`src/rtl/core/lsx_block_cipher_round_assert.svh`:
```
// ----------------------------------------------------------------------------
// lsx block cipher round assertion macros
// Concurrent assertion helpers clocked on clk and disabled during arst_n.
// ----------------------------------------------------------------------------
`ifndef LSX_BLOCK_CIPHER_ROUND_ASSERT_SVH
`define LSX_BLOCK_CIPHER_ROUND_ASSERT_SVH

`ifndef SYNTHESIS

// property that must hold in the same cycle
`define LSX_ASSERT_NOW(lbl, ante, cons) \
	lbl: assert property (@(posedge clk) disable iff (!arst_n) (ante) |-> (cons)) \
		else $error("lsx assertion failed");

// property that must hold in the next cycle
`define LSX_ASSERT_NEXT(lbl, ante, cons) \
	lbl: assert property (@(posedge clk) disable iff (!arst_n) (ante) |=> (cons)) \
		else $error("lsx assertion failed");

`else

`define LSX_ASSERT_NOW(lbl, ante, cons)
`define LSX_ASSERT_NEXT(lbl, ante, cons)

`endif

`endif

```
`src/rtl/core/lsx_pkg.sv`:
```
// ----------------------------------------------------------------------------
// lsx package
// Pi substitution table, R step weights and GF(2^8) helpers for the round.
// ----------------------------------------------------------------------------
`timescale 1ns / 1ps
`default_nettype none

package lsx_pkg;

	typedef logic [7:0]   byte_t;
	typedef logic [127:0] block_t;
	typedef logic [63:0]  half_t;

	localparam int LSX_BYTES       = 16;
	localparam int LSX_R_STEPS     = 16;
	localparam int LSX_R_PER_STAGE = 4;

	// low byte of the field polynomial x^8+x^7+x^6+x+1
	localparam byte_t LSX_POLY_LOW = 8'hC3;

	// published Pi substitution table
	localparam byte_t LSX_PI [256] = '{
		8'd252, 8'd238, 8'd221, 8'd17,  8'd207, 8'd110, 8'd49,  8'd22,
		8'd251, 8'd196, 8'd250, 8'd218, 8'd35,  8'd197, 8'd4,   8'd77,
		8'd233, 8'd119, 8'd240, 8'd219, 8'd147, 8'd46,  8'd153, 8'd186,
		8'd23,  8'd54,  8'd241, 8'd187, 8'd20,  8'd205, 8'd95,  8'd193,
		8'd249, 8'd24,  8'd101, 8'd90,  8'd226, 8'd92,  8'd239, 8'd33,
		8'd129, 8'd28,  8'd60,  8'd66,  8'd139, 8'd1,   8'd142, 8'd79,
		8'd5,   8'd132, 8'd2,   8'd174, 8'd227, 8'd106, 8'd143, 8'd160,
		8'd6,   8'd11,  8'd237, 8'd152, 8'd127, 8'd212, 8'd211, 8'd31,
		8'd235, 8'd52,  8'd44,  8'd81,  8'd234, 8'd200, 8'd72,  8'd171,
		8'd242, 8'd42,  8'd104, 8'd162, 8'd253, 8'd58,  8'd206, 8'd204,
		8'd181, 8'd112, 8'd14,  8'd86,  8'd8,   8'd12,  8'd118, 8'd18,
		8'd191, 8'd114, 8'd19,  8'd71,  8'd156, 8'd183, 8'd93,  8'd135,
		8'd21,  8'd161, 8'd150, 8'd41,  8'd16,  8'd123, 8'd154, 8'd199,
		8'd243, 8'd145, 8'd120, 8'd111, 8'd157, 8'd158, 8'd178, 8'd177,
		8'd50,  8'd117, 8'd25,  8'd61,  8'd255, 8'd53,  8'd138, 8'd126,
		8'd109, 8'd84,  8'd198, 8'd128, 8'd195, 8'd189, 8'd13,  8'd87,
		8'd223, 8'd245, 8'd36,  8'd169, 8'd62,  8'd168, 8'd67,  8'd201,
		8'd215, 8'd121, 8'd214, 8'd246, 8'd124, 8'd34,  8'd185, 8'd3,
		8'd224, 8'd15,  8'd236, 8'd222, 8'd122, 8'd148, 8'd176, 8'd188,
		8'd220, 8'd232, 8'd40,  8'd80,  8'd78,  8'd51,  8'd10,  8'd74,
		8'd167, 8'd151, 8'd96,  8'd115, 8'd30,  8'd0,   8'd98,  8'd68,
		8'd26,  8'd184, 8'd56,  8'd130, 8'd100, 8'd159, 8'd38,  8'd65,
		8'd173, 8'd69,  8'd70,  8'd146, 8'd39,  8'd94,  8'd85,  8'd47,
		8'd140, 8'd163, 8'd165, 8'd125, 8'd105, 8'd213, 8'd149, 8'd59,
		8'd7,   8'd88,  8'd179, 8'd64,  8'd134, 8'd172, 8'd29,  8'd247,
		8'd48,  8'd55,  8'd107, 8'd228, 8'd136, 8'd217, 8'd231, 8'd137,
		8'd225, 8'd27,  8'd131, 8'd73,  8'd76,  8'd63,  8'd248, 8'd254,
		8'd141, 8'd83,  8'd170, 8'd144, 8'd202, 8'd216, 8'd133, 8'd97,
		8'd32,  8'd113, 8'd103, 8'd164, 8'd45,  8'd43,  8'd9,   8'd91,
		8'd203, 8'd155, 8'd37,  8'd208, 8'd190, 8'd229, 8'd108, 8'd82,
		8'd89,  8'd166, 8'd116, 8'd210, 8'd230, 8'd244, 8'd180, 8'd192,
		8'd209, 8'd102, 8'd175, 8'd194, 8'd57,  8'd75,  8'd99,  8'd182
	};

	// weight of byte i in the R step sum
	localparam byte_t LSX_WEIGHT [LSX_BYTES] = '{
		8'd1,   8'd148, 8'd32,  8'd133, 8'd16,  8'd194, 8'd192, 8'd1,
		8'd251, 8'd1,   8'd192, 8'd194, 8'd16,  8'd133, 8'd32,  8'd148
	};

	// multiply by x in GF(2^8)
	function automatic byte_t lsx_xtime(input byte_t a);
		lsx_xtime = {a[6:0], 1'b0} ^ (a[7] ? LSX_POLY_LOW : 8'h00);
	endfunction

	// multiply by a constant weight; reduces to an xor network
	function automatic byte_t lsx_gf_mul(input byte_t a, input byte_t c);
		byte_t acc;
		byte_t x;
		acc = 8'h00;
		x   = a;
		for (int i = 0; i < 8; i++) begin
			if (c[i]) begin
				acc = acc ^ x;
			end
			x = lsx_xtime(x);
		end
		lsx_gf_mul = acc;
	endfunction

	// one R step: weighted byte sum enters at the top, bytes move down
	function automatic block_t lsx_r_step(input block_t b);
		byte_t sum;
		sum = 8'h00;
		for (int i = 0; i < LSX_BYTES; i++) begin
			sum = sum ^ lsx_gf_mul(b[8*i +: 8], LSX_WEIGHT[i]);
		end
		lsx_r_step = {sum, b[127:8]};
	endfunction

endpackage

`default_nettype wire

```
`src/rtl/core/lsx_lin_part.sv`:
```
// ----------------------------------------------------------------------------
// lsx linear part
// A slice of the linear transform: a fixed number of chained R steps.
// ----------------------------------------------------------------------------
`timescale 1ns / 1ps
`default_nettype none

module lsx_lin_part (
	input  wire lsx_pkg::block_t blk_in,
	output lsx_pkg::block_t      blk_out
);
	import lsx_pkg::*;

	// chained R steps for this slice
	always_comb begin
		block_t b;
		b = blk_in;
		for (int k = 0; k < LSX_R_PER_STAGE; k++) begin
			b = lsx_r_step(b);
		end
		blk_out = b;
	end

endmodule

`default_nettype wire

```
`config.mk`:
```
export PLATFORM = sky130hd
export DESIGN_NAME = lsx_lin_part
export DESIGN_NICKNAME = d
export VERILOG_FILES = /design/src/rtl/core/lsx_block_cipher_round_assert.svh /design/src/rtl/core/lsx_pkg.sv /design/src/rtl/core/lsx_lin_part.sv
export SDC_FILE = /design/constraint.sdc
export NUM_CORES = 1
export LEC_CHECK = 0
export CAP_MARGIN = 15
export CORE_ASPECT_RATIO = 1.25
export CORE_MARGIN = 3
export CORE_UTILIZATION = 55
export DETAILED_ROUTE_END_ITERATION = 6
export DONT_BUFFER_PORTS = 1
export MAX_ROUTING_LAYER = met4
export PLACE_DENSITY = 0.7
export SYNTH_ARGS = -nofsm -noshare
export SYNTH_HDL_FRONTEND = slang
export SYNTH_SLANG_ARGS = --single-unit
```
`constraint.sdc`:
```
create_clock -name vclk -period 6.4
set_clock_uncertainty 0.15 [all_clocks]
set_input_delay 0.64 -clock vclk [all_inputs]
set_output_delay 0.64 -clock vclk [all_outputs]
set_load 0.03 [all_outputs]
```
Word-level counts from Yosys, hierarchy flattened
Index checks and enable logic that the tools add are counted.
W data, S select, Z words.
- bitwise gates (word level): 266
- muxes and demuxes: 126
- operator list (cell ; number):
    $xor A8 B8 Y8 ; 266
    $mux W8 ; 126
- input port bits: 128
- register bits after elaboration: 0
- output and inout port bits: 128
- logic and storage cells: 392

Logic depth before layout (Yosys ltp)
- depth after elaboration: 78
- mapped depth: 13
- mapped depth without buffers: 12

Worst setup path before layout
OpenSTA, ideal clock, no wires.
- path kind: in2out
- from: input blk_in[93]
- to: output blk_out[120]
- buffers on the path: 1
- data required time: 5610 ps
- arrival: 5669 ps
- slack: -59 ps
- stages: 12
- path through: buf_2 -> xor3_2 -> xnor3_1 -> xnor3_1 -> xor3_1 -> xnor3_2 -> xnor3_2 -> xnor3_2 -> xnor2_1 -> xnor2_1 -> xnor3_2 -> xnor3_1
- elaborated cells between the ends (all ways): 96
- classes of those cells: mux: 26; bitwise: 70
- RTL lines (item ; line ; text):
    start: declaration ; lsx_lin_part.sv:9 ; input wire lsx_pkg::block_t blk_in,
    $xor A8 B8 Y8 * ; lsx_pkg.sv:65 ; lsx_xtime = {a[6:0], 1'b0} ^ (a[7] ? LSX_POLY_LOW : 8'h00);
    $xor A8 B8 Y8 * ; - ;
    $mux W8 * ; - ;
    $xor A8 B8 Y8 * ; - ;
    $mux W8 ; - ;
    $xor A8 B8 Y8 * ; - ;
    $mux W8 ; - ;
    $xor A8 B8 Y8 * ; - ;
    [... 10 more ...] ; - ;
    named net blk_out[96] ; lsx_lin_part.sv:10 ; output lsx_pkg::block_t blk_out
    [... 24 more ...] ; - ;
    named net blk_out[114] ; lsx_lin_part.sv:10 ;
    $xor A8 B8 Y8 * (5 in a row) ; lsx_pkg.sv:65 ;
    $mux W8 * ; lsx_pkg.sv:65 ;
    $xor A8 B8 Y8 * ; lsx_pkg.sv:65 ;
    $mux W8 * ; lsx_pkg.sv:65 ;
    $xor A8 B8 Y8 * ; lsx_pkg.sv:65 ;
    $xor A8 B8 Y8 * ; lsx_pkg.sv:76 ; acc = acc ^ x;
    $xor A8 B8 Y8 * ; lsx_pkg.sv:88 ; sum = sum ^ lsx_gf_mul(b[8*i +: 8], LSX_WEIGHT[i]);
    end: declaration ; lsx_lin_part.sv:10 ;
Mark *: on every way through the listed nets, which the timed path passes. The rest lies on a longest branch.

Final worst setup path
- from: input blk_in[39]
- to: output blk_out[121]
- longest elaborated chain between the ends: 68
- elaborated cells between the ends (all ways): 122
- classes of those cells: mux: 28; bitwise: 94
- RTL lines (item ; line):
    $mux W8 ; lsx_pkg.sv:65
    $xor A8 B8 Y8 ; lsx_pkg.sv:65
    $mux W8 ; lsx_pkg.sv:65
    $xor A8 B8 Y8 ; lsx_pkg.sv:65
    $mux W8 ; lsx_pkg.sv:65
    $xor A8 B8 Y8 ; lsx_pkg.sv:65
    $mux W8 ; lsx_pkg.sv:65
    $xor A8 B8 Y8 ; lsx_pkg.sv:65
    [... 52 more ...] ; -
    $mux W8 ; lsx_pkg.sv:65
    $xor A8 B8 Y8 ; lsx_pkg.sv:65
    $mux W8 ; lsx_pkg.sv:65
    $xor A8 B8 Y8 ; lsx_pkg.sv:65
    $mux W8 ; lsx_pkg.sv:65
    $xor A8 B8 Y8 ; lsx_pkg.sv:65
    $xor A8 B8 Y8 ; lsx_pkg.sv:76
    $xor A8 B8 Y8 * ; lsx_pkg.sv:88
Every way passes the cells marked *; elsewhere a longest branch is shown, timed or not.

==> flow_metrics.py <==
metrics = {
    "sta": {
        "relSlewSlack_pct": 44.97,
        "fmax_ghz": 0.1610,
        "hold_viol_final": 0,
        "holdWs_ns": 1.130,
        "final.period_utilization_pct": 97.05,
        "setup_tns_ns": 0,
        "setup_viol": 0,
        "finalMaxSlewViolations": 0,
        "period_minus_slack_ns": 6.211,
        "grt_setup_unrepaired": "false",
        "tightest_slew_ns": 0.8195,
    },
    "route": {
        "vias_per_cell": 5.836,
        "num_vias": 6601,
        "post-route-drc-count": 0,
        "postRouteAntennaNets": 0,
        "first_pass_iters": 5,
        "drt_wl_total_um": 42210,
        "drt_iter0_markers": 679,
        "wl_per_cell_um": 37.32,
    },
    "clock_tree": {
        "ctsHoldBuffers": 0,
        "cts_resized": 0,
        "cts_setup_buffers": 0,
    },
    "final_layout": {
        "clkbuf_count": 0,
        "seq_cells": 0,
        "area_growth_pct": -2.122,
        "drive_gt1_share_pct": 11.26,
        "n_antenna_cell": 0,
        "multi_input_area_mm2": 0.009774,
        "fin_nets": 1000,
        "seq_area_um2": 0,
        "nFillCells": 1710,
    },
    "worst_setup_path": {
        "cp-start-kind": "input pin",
        "cp_max_fo": 7,
        "end_kind": "output port",
        "arrival_ns": 5.42,
        "critical_path_class": "input pin to output port",
        "crit_required_ns": 5.61,
    },
    "synth": {
        "synth_compound_area_share_pct": 0,
        "syn_area_per_cell_um2": 11.14,
        "synth.area.mux_share_pct": 0,
        "syn_area_mm2": 0.01085,
        "synthAdderAreaFrac_pct": 0,
        "yosys.area_share.simple_pct": 0,
        "synth_warnings": 0,
        "syn_nets": 1102,
        "synth_top_family_by_area": "XOR/XNOR gates",
        "synth_cell_types": 16,
        "synthXorXnorAreaFrac_pct": 90.02,
        "ys_seq_area_share_pct": 0,
        "syn_inst": 974,
    },
    "grt": {
        "grt_max_degree": 11,
        "gr-usage-all-layers_pct": 39.88,
        "grt_remaining_overflow": 0,
        "grt_pass1_wl_um": 57190,
        "grt_pass1_vias": 7019,
        "antenna_found_initial": 0,
    },
    "place": {
        "numPortBuffers": 0,
        "gp_congestion": 1.076,
        "hpwlAfterDp_um": 36680,
    },
    "die": {
        "start_util_pct": 56.93,
        "die_h_um": 163.0,
        "dieArea_mm2": 0.02146,
        "top_level_ports": 256,
        "placementRows": 56,
        "die_x_um": 131.6,
        "core_area_mm2": 0.01906,
    },
    "hold_path": {
        "hold_class": "input pin to output port",
    },
    "flow_run": {
        "drv_cap": 0,
    },
    "run_status": {
        "status": "complete, no violations",
    },
}
## final timing paths
path / startpoint / endpoint / slack, ns / depth (start not counted)
setup / recovery: blk_in[39] / blk_out[121] / 0.19 / 14
hold / removal: blk_in[44] / blk_out[12] / 1.13 / 0
## critical path, cell delays in order
cell     delay (ns)
xnor2_2        0.12
buf_4          0.25
xor2_1         0.32
xnor3_1        0.48
xnor2_1        0.40
xnor3_2        0.61
inv_2          0.19
xnor2_4        0.13
xor2_1         0.21
xnor2_1        0.55
xnor3_2        0.49
xor3_1         0.44
xnor3_1        0.41
buf_4          0.18
## synth_stat cells
cell type | n | area, um2
xnor2_4 | 3 | 82.58
clkbuf_1 | 45 | 168.9
xnor3_2 | 11 | 261.5
xnor2_2 | 10 | 162.7
xnor3_1 | 145 | 3266
buf_2 | 20 | 100.1
xor3_2 | 4 | 100.1
xor2_2 | 2 | 32.53
clkbuf_2 | 2 | 10.01
xnor2_1 | 470 | 4116
inv_2 | 1 | 3.750
buf_6 | 2 | 22.52
xor3_1 | 27 | 641.9
buf_4 | 101 | 758.2
inv_1 | 5 | 18.77
xor2_1 | 126 | 1104
## kinds of logic after synthesis
| group | after synthesis |
|---|---|
| xor gates and xnor gates | 798 |
| buffers and inverters | 176 |
## metrics by stage
step / util, % / worst slack (ns) / cell area, um2 / cells
floorplan: - / 0.01315 / 10860 / 974
global placement: 55.72 / 0.3004 / 10620 / 1131
detailed placement: 55.72 / 0.1978 / 10620 / 1131
CTS: 55.72 / 0.1825 / 10620 / 1131
global route: 55.72 / 0.1589 / 10620 / 1131
finish: 55.72 / 0.1889 / 10620 / 1131
## area by class of cell
type | instances | area share (%)
tap | 261 | 3.075
timing repair buffer | 66 | 4.666
multi-input combinational | 798 | 92.05
inverter | 6 | 0.2121
## layout by cell type (no fill, tap or decap), drive strengths merged
cell / Yosys / layout
buf: 123 / 66
inv: 6 / 6
xnor2: 483 / 483
xnor3: 156 / 156
xor2: 128 / 128
xor3: 31 / 31
## layer usage
metal | track usage [%] | part of all wire [%] | vias to the layer above
met3 | 6.531 | 8.0 | 121
met4 | 25.31 | 8.5 | 0
met1 | 44.74 | 35 | 3303
met5 | - | 0 | -
li1 | - | - | 2738
met2 | 66.68 | 48 | 439
Power is not shown: default switching activity piles up to over one toggle a cycle in this logic, so the estimate is an artifact.
